<file path="src/hw/rtl/kmd_pkg.sv">
// Shared types and constants for the key matrix debouncer.
package kmd_pkg;

    // Default matrix geometry
    localparam int ROWS_DEF = 8;
    localparam int COLS_DEF = 6;

    // Fixed field widths
    localparam int ROW_W   = 3;
    localparam int LEVEL_W = 6;
    localparam int TIME_W  = 32;
    localparam int KEY_W   = 8;
    localparam int MAP_W   = 48;

    localparam logic [TIME_W-1:0] DEBOUNCE_RESET = 32'd5000;

    // Command codes
    localparam logic CMD_SCAN     = 1'b0;
    localparam logic CMD_OVERRIDE = 1'b1;

    // One input beat, unpacked
    typedef struct packed {
        logic               cmd;
        logic [ROW_W-1:0]   row;
        logic [LEVEL_W-1:0] levels;
        logic [TIME_W-1:0]  now_us;
        logic [KEY_W-1:0]   key_num;
        logic               key_pressed;
    } t_kmd_item;

    // One result beat, unpacked
    typedef struct packed {
        logic [LEVEL_W-1:0] row_stable;
        logic [LEVEL_W-1:0] row_changed;
        logic [MAP_W-1:0]   stable_keys;
        logic               override_active;
    } t_kmd_result;

endpackage

</file>
<file path="src/hw/rtl/kmd_col_filter.sv">
// Debounce decision for one column of the scanned row.
module kmd_col_filter
    import kmd_pkg::*;
(
    input  logic              i_level,
    input  logic              i_stable,
    input  logic [TIME_W-1:0] i_agree,
    input  logic [TIME_W-1:0] i_now,
    input  logic [TIME_W-1:0] i_debounce,
    output logic              o_stable_next,
    output logic              o_agree_we
);

    logic [TIME_W-1:0] w_elapsed;
    logic              w_expired;

    // Wrapping elapsed time since the key last agreed
    assign w_elapsed = i_now - i_agree;
    assign w_expired = w_elapsed > i_debounce;

    // Agreeing level refreshes the time; a differing one flips only once expired
    always_comb begin
        if (i_level == i_stable) begin
            o_stable_next = i_stable;
            o_agree_we    = 1'b1;
        end else if (w_expired) begin
            o_stable_next = i_level;
            o_agree_we    = 1'b1;
        end else begin
            o_stable_next = i_stable;
            o_agree_we    = 1'b0;
        end
    end

endmodule

</file>
<file path="src/hw/rtl/kmd_keymap.sv">
// Key state store: stable map, agree times, override map and the update per beat.
module kmd_keymap
    import kmd_pkg::*;
#(
    parameter int ROWS = ROWS_DEF,
    parameter int COLS = COLS_DEF
) (
    input  logic              i_clk,
    input  logic              i_rst_n,
    input  logic              i_fire,
    input  t_kmd_item         i_item,
    input  logic [TIME_W-1:0] i_debounce,
    output t_kmd_result       o_result
);

    localparam int NKEYS = ROWS * COLS;
    localparam int RW    = (ROWS > 1) ? $clog2(ROWS) : 1;
    localparam int KW    = (NKEYS > 1) ? $clog2(NKEYS) : 1;

    logic [NKEYS-1:0]  r_stable, n_stable;
    logic [NKEYS-1:0]  r_ovr, n_ovr;
    logic              r_on, n_on;
    logic [TIME_W-1:0] r_agree [ROWS][COLS];

    logic              w_row_ok;
    logic              w_key_ok;
    logic [RW-1:0]     w_row_idx;
    logic [KW-1:0]     w_key_idx;
    logic [COLS-1:0]   w_row_cur;
    logic [COLS-1:0]   w_row_next;
    logic [COLS-1:0]   w_filt_stable;
    logic [COLS-1:0]   w_filt_we;
    logic [COLS-1:0]   w_agree_we;

    // Range checks on the row and key fields
    assign w_row_ok  = int'(i_item.row) < ROWS;
    assign w_key_ok  = int'(i_item.key_num) < NKEYS;
    assign w_row_idx = RW'(i_item.row);
    assign w_key_idx = KW'(i_item.key_num);

    assign w_row_cur = w_row_ok ? r_stable[w_row_idx*COLS +: COLS] : '0;

    // One filter per column of the addressed row
    for (genvar c = 0; c < COLS; c++) begin : g_col
        logic w_level;
        if (c < LEVEL_W) begin : g_sampled
            assign w_level = i_item.levels[c];
        end else begin : g_unsampled
            assign w_level = 1'b0;
        end
        kmd_col_filter u_filter (
            .i_level       (w_level),
            .i_stable      (w_row_cur[c]),
            .i_agree       (r_agree[w_row_idx][c]),
            .i_now         (i_item.now_us),
            .i_debounce    (i_debounce),
            .o_stable_next (w_filt_stable[c]),
            .o_agree_we    (w_filt_we[c])
        );
    end

    // Next state for the beat in the input register
    always_comb begin
        n_stable   = r_stable;
        n_ovr      = r_ovr;
        n_on       = r_on;
        w_agree_we = '0;
        if (i_fire) begin
            priority if (i_item.cmd == CMD_OVERRIDE) begin
                if (w_key_ok) begin
                    n_ovr[w_key_idx] = i_item.key_pressed;
                    n_on             = 1'b1;
                end
            end else if (r_on) begin
                n_stable = r_ovr;
            end else if (w_row_ok) begin
                n_stable[w_row_idx*COLS +: COLS] = w_filt_stable;
                w_agree_we                       = w_filt_we;
            end
        end
    end

    assign w_row_next = w_row_ok ? n_stable[w_row_idx*COLS +: COLS] : '0;

    // Result fields, clipped or zero-padded to the fixed output widths
    for (genvar c = 0; c < LEVEL_W; c++) begin : g_out_col
        if (c < COLS) begin : g_have
            assign o_result.row_stable[c]  = w_row_next[c];
            assign o_result.row_changed[c] = w_row_next[c] ^ w_row_cur[c];
        end else begin : g_pad
            assign o_result.row_stable[c]  = 1'b0;
            assign o_result.row_changed[c] = 1'b0;
        end
    end

    for (genvar k = 0; k < MAP_W; k++) begin : g_out_key
        if (k < NKEYS) begin : g_have
            assign o_result.stable_keys[k] = n_stable[k];
        end else begin : g_pad
            assign o_result.stable_keys[k] = 1'b0;
        end
    end

    assign o_result.override_active = n_on;

    // Map and mode registers
    always_ff @(posedge i_clk) begin
        if (!i_rst_n) begin
            r_stable <= '0;
            r_ovr    <= '0;
            r_on     <= 1'b0;
        end else begin
            r_stable <= n_stable;
            r_ovr    <= n_ovr;
            r_on     <= n_on;
        end
    end

    // Agree times, written for the scanned row only
    always_ff @(posedge i_clk) begin
        if (!i_rst_n) begin
            for (int r = 0; r < ROWS; r++) begin
                for (int c = 0; c < COLS; c++) begin
                    r_agree[r][c] <= '0;
                end
            end
        end else begin
            for (int c = 0; c < COLS; c++) begin
                if (w_agree_we[c]) begin
                    r_agree[w_row_idx][c] <= i_item.now_us;
                end
            end
        end
    end

endmodule

</file>
<file path="src/hw/rtl/key_matrix_debouncer_top.sv">
// Top level of the key matrix debouncer: stream ports, beat registers and config.
//
// Debounced ROWS x COLS key matrix. A scan beat (tuser 0) carries one row's
// column levels and a microsecond timestamp; each key whose level has
// disagreed with its stable state for longer than debounce_us flips. An
// override beat (tuser 1) sets one key's override level and from then on
// every scan loads the whole override map. Every beat returns one result:
// the row's stable bits, the columns that flipped and the full key map.
// One beat is taken every cycle unless results stall; a beat goes from the input
// register to the result register, the path being one 32-bit subtract and
// compare per column between the two. No clearing pass after reset. Write
// debounce_us only while no beat is in flight.
module key_matrix_debouncer_top
    import kmd_pkg::*;
#(
    parameter int ROWS = ROWS_DEF,
    parameter int COLS = COLS_DEF
) (
    input  logic        i_clk,
    input  logic        i_rst_n,
    // Configuration write: debounce_us
    input  logic        i_cfg_valid,
    output logic        o_cfg_ready,
    input  logic [31:0] i_cfg_data,
    // Input stream
    input  logic        s_axis_tvalid,
    output logic        s_axis_tready,
    // row[2:0], column_levels[8:3], now_us[40:9], key_num[48:41], key_pressed[49]
    input  logic [55:0] s_axis_tdata,
    // command[0]
    input  logic        s_axis_tuser,
    // Result stream
    output logic        m_axis_tvalid,
    input  logic        m_axis_tready,
    // row_stable[5:0], row_changed[11:6], stable_keys[59:12], override_active[60]
    output logic [63:0] m_axis_tdata
);

    t_kmd_item         r_in;
    logic              r_in_valid;
    t_kmd_result       r_out;
    logic              r_out_valid;
    logic [TIME_W-1:0] r_debounce;
    t_kmd_result       w_result;
    logic              w_fire;

    // Beat moves from input register to result register
    assign w_fire        = r_in_valid && (!r_out_valid || m_axis_tready);
    assign s_axis_tready = !r_in_valid || w_fire;
    assign o_cfg_ready   = !r_in_valid;

    // Debounce time register
    always_ff @(posedge i_clk) begin
        if (!i_rst_n) begin
            r_debounce <= DEBOUNCE_RESET;
        end else if (i_cfg_valid && o_cfg_ready) begin
            r_debounce <= i_cfg_data;
        end
    end

    // Input register
    always_ff @(posedge i_clk) begin
        if (!i_rst_n) begin
            r_in_valid <= 1'b0;
        end else if (s_axis_tready) begin
            r_in_valid <= s_axis_tvalid;
        end
    end

    always_ff @(posedge i_clk) begin
        if (s_axis_tvalid && s_axis_tready) begin
            r_in.cmd         <= s_axis_tuser;
            r_in.row         <= s_axis_tdata[2:0];
            r_in.levels      <= s_axis_tdata[8:3];
            r_in.now_us      <= s_axis_tdata[40:9];
            r_in.key_num     <= s_axis_tdata[48:41];
            r_in.key_pressed <= s_axis_tdata[49];
        end
    end

    kmd_keymap #(
        .ROWS (ROWS),
        .COLS (COLS)
    ) u_keymap (
        .i_clk      (i_clk),
        .i_rst_n    (i_rst_n),
        .i_fire     (w_fire),
        .i_item     (r_in),
        .i_debounce (r_debounce),
        .o_result   (w_result)
    );

    // Result register
    always_ff @(posedge i_clk) begin
        if (!i_rst_n) begin
            r_out_valid <= 1'b0;
        end else if (w_fire) begin
            r_out_valid <= 1'b1;
        end else if (m_axis_tready) begin
            r_out_valid <= 1'b0;
        end
    end

    always_ff @(posedge i_clk) begin
        if (w_fire) begin
            r_out <= w_result;
        end
    end

    assign m_axis_tvalid = r_out_valid;
    assign m_axis_tdata  = {3'b000, r_out.override_active, r_out.stable_keys,
                            r_out.row_changed, r_out.row_stable};

    // Every processed beat lands in the result register
    a_fire_delivers: assert property (@(posedge i_clk) disable iff (!i_rst_n)
        w_fire |=> r_out_valid)
        else $error("processed beat did not reach the result register");

    // Override mode never drops once reported
    a_override_sticky: assert property (@(posedge i_clk) disable iff (!i_rst_n)
        (w_fire && r_out_valid && r_out.override_active) |-> w_result.override_active)
        else $error("override mode cleared");

    // An override beat never flips a stable key
    a_override_no_change: assert property (@(posedge i_clk) disable iff (!i_rst_n)
        (w_fire && r_in.cmd == CMD_OVERRIDE) |-> (w_result.row_changed == '0))
        else $error("override beat reported a change");

    // A stalled input beat is kept
    a_in_held: assert property (@(posedge i_clk) disable iff (!i_rst_n)
        (r_in_valid && !w_fire) |=> r_in_valid)
        else $error("stalled input beat lost");

endmodule
</file>
<file path="config.mk">
export PLATFORM = sky130hd
export DESIGN_NAME = key_matrix_debouncer_top
export DESIGN_NICKNAME = d
export VERILOG_FILES = /design/src/hw/rtl/kmd_pkg.sv /design/src/hw/rtl/kmd_col_filter.sv /design/src/hw/rtl/kmd_keymap.sv /design/src/hw/rtl/key_matrix_debouncer_top.sv
export SDC_FILE = /design/constraint.sdc
export NUM_CORES = 2
export LEC_CHECK = 0
export ABC_AREA = 0
export CAP_MARGIN = 40
export CORE_UTILIZATION = 61
export DETAILED_ROUTE_END_ITERATION = 10
export DONT_BUFFER_PORTS = 1
export GPL_ROUTABILITY_DRIVEN = 1
export PLACE_DENSITY = 0.78
export SLEW_MARGIN = 20
export SYNTH_ARGS = -nofsm -noshare
export SYNTH_HDL_FRONTEND = slang
export SYNTH_HIERARCHICAL = 1
export SYNTH_SLANG_ARGS = --single-unit
</file>
<file path="constraint.sdc">
create_clock -name i_clk -period 11.04 [get_ports i_clk]
set_input_delay 2.208 -clock i_clk [delete_from_list [all_inputs] [get_ports i_clk]]
set_output_delay 2.208 -clock i_clk [all_outputs]
set_load 0.05 [all_outputs]
</file>
==> report_table.html <==
<table>
<tr><th>Metric</th><th>Value</th></tr>
<tr><th colspan="2">Status</th></tr>
<tr><td>Result of the run</td><td>finished, final reports clean</td></tr>
<tr><th colspan="2">CTS</th></tr>
<tr><td>Post-CTS setup buffer count</td><td>0</td></tr>
<tr><td>Hold buffer count at cts</td><td>0</td></tr>
<tr><td>Source-to-sink clock delay at the later pin of the worst-skew pair</td><td>860 ps</td></tr>
<tr><td>Clock buffer count from CTS</td><td>181</td></tr>
<tr><td>Number of levels in the clock H-tree</td><td>4</td></tr>
<tr><td>Gates resized, CTS repair</td><td>0</td></tr>
<tr><td>Number of buffers on the longest clock path</td><td>3</td></tr>
<tr><td>Clock sink total</td><td>1,779</td></tr>
<tr><td>Root Driver</td><td>sky130_fd_sc_hd__clkbuf_16</td></tr>
<tr><td>Clock Pin Slew Worst Setup and Hold Paths</td><td>60 ps</td></tr>
<tr><td>CTS tree</td><td>yes</td></tr>
<tr><th colspan="2">Logic synthesis</th></tr>
<tr><td>Number of storage elements in the synthesis netlist</td><td>1,779</td></tr>
<tr><td>Cell Area, Synth</td><td>roughly 0.096 mm²</td></tr>
<tr><td>Post-Syn Instances</td><td>8,019</td></tr>
<tr><td>Number of flops mapped to enable cells by yosys</td><td>between 1,500 and 2,000</td></tr>
<tr><td>Per-instance average area after synthesis</td><td>12.01 µm²</td></tr>
<tr><td>Portion of netlist area occupied by mux cells</td><td>10.11%</td></tr>
<tr><td>Dominant combinational cell family by area after synthesis</td><td>simple AND/OR/NAND/NOR gates</td></tr>
<tr><td>Post-synthesis async set-or-reset flop share</td><td>0%</td></tr>
<tr><td>Yosys cell types</td><td>116</td></tr>
<tr><td>Total number of yosys warnings</td><td>6</td></tr>
<tr><td>Predominant post-synthesis flop cell</td><td>sky130_fd_sc_hd__edfxtp_1</td></tr>
<tr><td>Share of the synthesized area in compound gates (AO/OA/AOI/OAI)</td><td>around 7.3%</td></tr>
<tr><td>Synthesized-area fraction occupied by adder cells</td><td>around 5.2%</td></tr>
<tr><td>Sequential element share of the synthesized area</td><td>54.09%</td></tr>
<tr><td>Xor/xnor share of the synthesized area</td><td>1.806%</td></tr>
<tr><td>Simple-gate share of the synthesized area</td><td>17.27%</td></tr>
<tr><th colspan="2">GRT</th></tr>
<tr><td>Maximum number of pins on one net before global-route repair</td><td>150</td></tr>
<tr><td>Global-route wire length before repair</td><td>410.1 mm</td></tr>
<tr><td>Total overflow reported by the global router</td><td>0</td></tr>
<tr><td>Number of global-route vias before repair</td><td>roughly 64,000</td></tr>
<tr><td>Overall routing resource usage</td><td>approximately 35%</td></tr>
<tr><td>Initial antenna violation count</td><td>17</td></tr>
<tr><th colspan="2">Die</th></tr>
<tr><td>Num rows</td><td>145</td></tr>
<tr><td>Floorplan die height</td><td>399.4 µm</td></tr>
<tr><td>I/O pins</td><td>around 160</td></tr>
<tr><td>X dimension of the die</td><td>roughly 400 µm</td></tr>
<tr><td>Initial standard-cell utilization of the core</td><td>between 60% and 70%</td></tr>
<tr><td>Overall die area</td><td>0.1595 mm²</td></tr>
<tr><td>Core Region</td><td>0.1566 mm²</td></tr>
<tr><th colspan="2">Finish</th></tr>
<tr><td>Area occupied by multi-input gates</td><td>a little over 0.04 mm²</td></tr>
<tr><td># fillers</td><td>10,897</td></tr>
<tr><td>Layout-stage area growth over the synthesis result</td><td>10.04%</td></tr>
<tr><td>Reg area</td><td>roughly 0.052 mm²</td></tr>
<tr><td>Share of cells above drive strength 1</td><td>between 10 and 15%</td></tr>
<tr><td>Finished Layout Cells</td><td>roughly 10,000</td></tr>
<tr><td>Final net count</td><td>between 8,000 and 9,000</td></tr>
<tr><th colspan="2">STA</th></tr>
<tr><td>Sum of negative setup slack</td><td>0 ps</td></tr>
<tr><td>Tightest Pin Transition</td><td>1038 ps</td></tr>
<tr><td>Highest clock frequency the design can meet</td><td>0.1106 GHz</td></tr>
<tr><td>Slew HR</td><td>30.80%</td></tr>
<tr><td>Setup repair after global routing missed its margin</td><td>no</td></tr>
<tr><td>Final-report hold violation count</td><td>0</td></tr>
<tr><td>Final-report setup violation count</td><td>0</td></tr>
<tr><td>Fin Clk Skew</td><td>52.57 ps</td></tr>
<tr><td>Post-route minimum period</td><td>9044 ps</td></tr>
<tr><td>Count of pins over their slew limit</td><td>0</td></tr>
<tr><td>Share of the clock period used by the worst path after layout</td><td>81.92%</td></tr>
<tr><th colspan="2">Drt</th></tr>
<tr><td>Antenna Violating Nets Remaining</td><td>0</td></tr>
<tr><td>WL met3</td><td>32.90 mm</td></tr>
<tr><td>Drt first pass iters</td><td>6</td></tr>
<tr><td>Vias per std cell</td><td>6.468</td></tr>
<tr><td>Wl on met1</td><td>108.1 mm</td></tr>
<tr><td>DR WL/cell</td><td>28.08 µm</td></tr>
<tr><td>Vias</td><td>65,465</td></tr>
<tr><td>Starting DRT DRC Count</td><td>approximately 8,100</td></tr>
<tr><td>Post-route DRC</td><td>0</td></tr>
<tr><td>Met2 routed wirelength</td><td>129.3 mm</td></tr>
<tr><td>Aggregate routed wire length</td><td>284.2 mm</td></tr>
<tr><td>Highest metal layer with signal wires</td><td>met5</td></tr>
<tr><th colspan="2">Worst setup path</th></tr>
<tr><td>Setup CP Type</td><td>reg -&gt; reg</td></tr>
<tr><td>Cell seen most often among critical-path stages</td><td>sky130_fd_sc_hd__nand2_1</td></tr>
<tr><td>Worst EP required</td><td>11,620 ps</td></tr>
<tr><td>Crit. End Element</td><td>register</td></tr>
<tr><td>CP max-delay cell</td><td>sky130_fd_sc_hd__edfxtp_1</td></tr>
<tr><td>Slowest Stage Delay on Critical Path</td><td>about 730 ps</td></tr>
<tr><td>Arrival time at the worst endpoint</td><td>around 9600 ps</td></tr>
<tr><td>Critical Path Start Type</td><td>register</td></tr>
<tr><td>Critical path fanouts, max</td><td>47</td></tr>
<tr><th colspan="2">Placement</th></tr>
<tr><td>HPWL reported at the end of detailed placement</td><td>181.0 mm</td></tr>
<tr><td>Final estimated routing congestion in global placement</td><td>about 0.94</td></tr>
<tr><td>Number of cells in the design after placement</td><td>9,769</td></tr>
<tr><td>IO buf count</td><td>0</td></tr>
<tr><th colspan="2">Worst hold path</th></tr>
<tr><td>Type of the most critical hold path</td><td>reg -&gt; reg</td></tr>
<tr><th colspan="2">Power and ir drop</th></tr>
<tr><td>Power Dens Cells</td><td>159.3 mW/mm²</td></tr>
<tr><td>Maximum ir drop on the vdd rail</td><td>0.1714 mV</td></tr>
<tr><td>Leakage component of the power</td><td>41.05 nW</td></tr>
<tr><th colspan="2">Run</th></tr>
<tr><td>Maxcap violations</td><td>0</td></tr>
</table>
[final timing paths]
kind                                                     start                              to  slack, ps  cells past startpoint
worst min register to register  u_keymap/r_ovr[3]$_SDFFE_PN0P_  u_keymap/r_ovr[3]$_SDFFE_PN0P_        460                      2
worst max register to register              r_in[48]$_DFFE_PP_       m_axis_tdata[8]$_DFFE_PP_       2000                     30
worst max-delay path                        r_in[48]$_DFFE_PP_       m_axis_tdata[8]$_DFFE_PP_       2000                     30
worst min-delay path            u_keymap/r_ovr[3]$_SDFFE_PN0P_  u_keymap/r_ovr[3]$_SDFFE_PN0P_        460                      2
[metal layers]
metal	vias to the layer above	GRT usage, %
met1	32639	47.89
met2	3831	54.52
met5	-	0
met3	617	7.713
li1	28374	-
met4	4	16.83
[report_power, final]
part           internal, W  switching (W)  leakage (nW)
clock network      0.00341        0.00269          2.88
logic              0.00117        0.00187          20.1
registers          0.00760       0.000146          18.1
[Yosys cell counts, types with 10 or more instances]
cell / instances / area [µm²]
sky130_fd_sc_hd__xnor2_1: 121 / 1060
sky130_fd_sc_hd__nand4_1: 76 / 475.5
sky130_fd_sc_hd__ha_1: 387 / 4842
sky130_fd_sc_hd__a211oi_1: 23 / 172.7
sky130_fd_sc_hd__o211ai_1: 43 / 322.8
sky130_fd_sc_hd__o221ai_1: 15 / 131.4
sky130_fd_sc_hd__o21bai_1: 25 / 187.7
sky130_fd_sc_hd__o2111ai_1: 17 / 148.9
sky130_fd_sc_hd__a22oi_1: 16 / 120.1
sky130_fd_sc_hd__o21ai_1: 55 / 275.3
sky130_fd_sc_hd__or2_2: 10 / 62.56
sky130_fd_sc_hd__inv_1: 448 / 1682
sky130_fd_sc_hd__dfxtp_1: 131 / 2623
sky130_fd_sc_hd__nor2_1: 228 / 855.8
sky130_fd_sc_hd__o22ai_1: 27 / 168.9
sky130_fd_sc_hd__nor4_1: 17 / 106.4
sky130_fd_sc_hd__clkbuf_1: 499 / 1873
sky130_fd_sc_hd__buf_1: 12 / 45.04
sky130_fd_sc_hd__and2_1: 1596 / 9985
sky130_fd_sc_hd__edfxtp_1: 1648 / 49490
sky130_fd_sc_hd__nand2b_1: 26 / 162.7
sky130_fd_sc_hd__buf_2: 60 / 300.3
sky130_fd_sc_hd__xor2_1: 74 / 648.1
sky130_fd_sc_hd__nor2b_1: 36 / 225.2
sky130_fd_sc_hd__o21a_1: 40 / 300.3
sky130_fd_sc_hd__mux4_2: 398 / 8964
sky130_fd_sc_hd__nand3_1: 85 / 425.4
sky130_fd_sc_hd__a21oi_1: 295 / 1476
sky130_fd_sc_hd__nand2_1: 871 / 3269
sky130_fd_sc_hd__a31oi_1: 36 / 225.2
sky130_fd_sc_hd__o21ai_0: 139 / 695.7
sky130_fd_sc_hd__and3_1: 38 / 237.7
sky130_fd_sc_hd__mux2i_1: 60 / 600.6
sky130_fd_sc_hd__nor3_1: 44 / 220.2
sky130_fd_sc_hd__a21o_1: 159 / 1194
[flip-flops by register name (all words and copies together) (netlist names), 32 cells and up]
register / count
u_keymap/r_agree: 1536
u_keymap/r_ovr: 48
m_axis_tdata: 61
u_keymap/r_stable: 48
r_in: 51
r_debounce: 32
[metrics by stage]
step / hold slack, ps / instance area [µm²] / util (%) / setup WS (ps) / total power (W)
2_1_floorplan: 433.2 / 96350 / - / 2318 / 0.009927
3_3_place_gp: 442.3 / 99270 / 63.40 / 1848 / 0.01075
3_5_place_dp: 447.6 / 99920 / 63.82 / 1865 / 0.01085
4_1_cts: 455.6 / 105800 / 67.60 / 1797 / 0.01689
5_1_grt: 468.7 / 106000 / 67.71 / 1566 / 0.01745
6_report: 463.0 / 106000 / 67.71 / 1996 / 0.01689
[layout make-up]
type | count | share of cell area, %
diodes | 3 | 0.007081
clock buffers | 230 | 4.590
clock inverters | 110 | 1.003
inverters | 451 | 1.604
multi-input cells | 5203 | 38.58
flip-flops and latches | 1779 | 49.15
well taps | 2058 | 2.429
repair buffers | 287 | 2.631
[cell families after synthesis]
logic type      after synthesis
flops                      1779
other cells                   1
buf+inv                    1039
xor+xnor                    197
simple gates               3100
fa+ha+maj                   394
mux                         473
compound gates             1036
[worst max-delay path, delay by kind of cell (launching register included)]
kind	cells	cell delay (ps)
DFF	1	730
adders and majority gates	3	880
buffers and inverters	3	930
and+or+nand+nor	6	930
xor gates and xnor gates	2	180
muxes	5	1530
AOI/OAI and AO/OA	11	3540
[layout by cell type (no fill, tap or decap), drive strengths merged, types with 122 or more instances in the layout]
master / synthesis / layout
edfxtp: 1648 / 1648
and2: 1597 / 1597
nand2: 871 / 871
inv: 450 / 458
mux4: 398 / 398
ha: 387 / 387
a21oi: 296 / 296
buf: 83 / 287
nor2: 230 / 230
clkbuf: 502 / 230
o21ai: 195 / 195
a21o: 160 / 160
dfxtp: 131 / 131
xnor2: 122 / 122
Note: power is estimated with default switching activity, not from simulation.
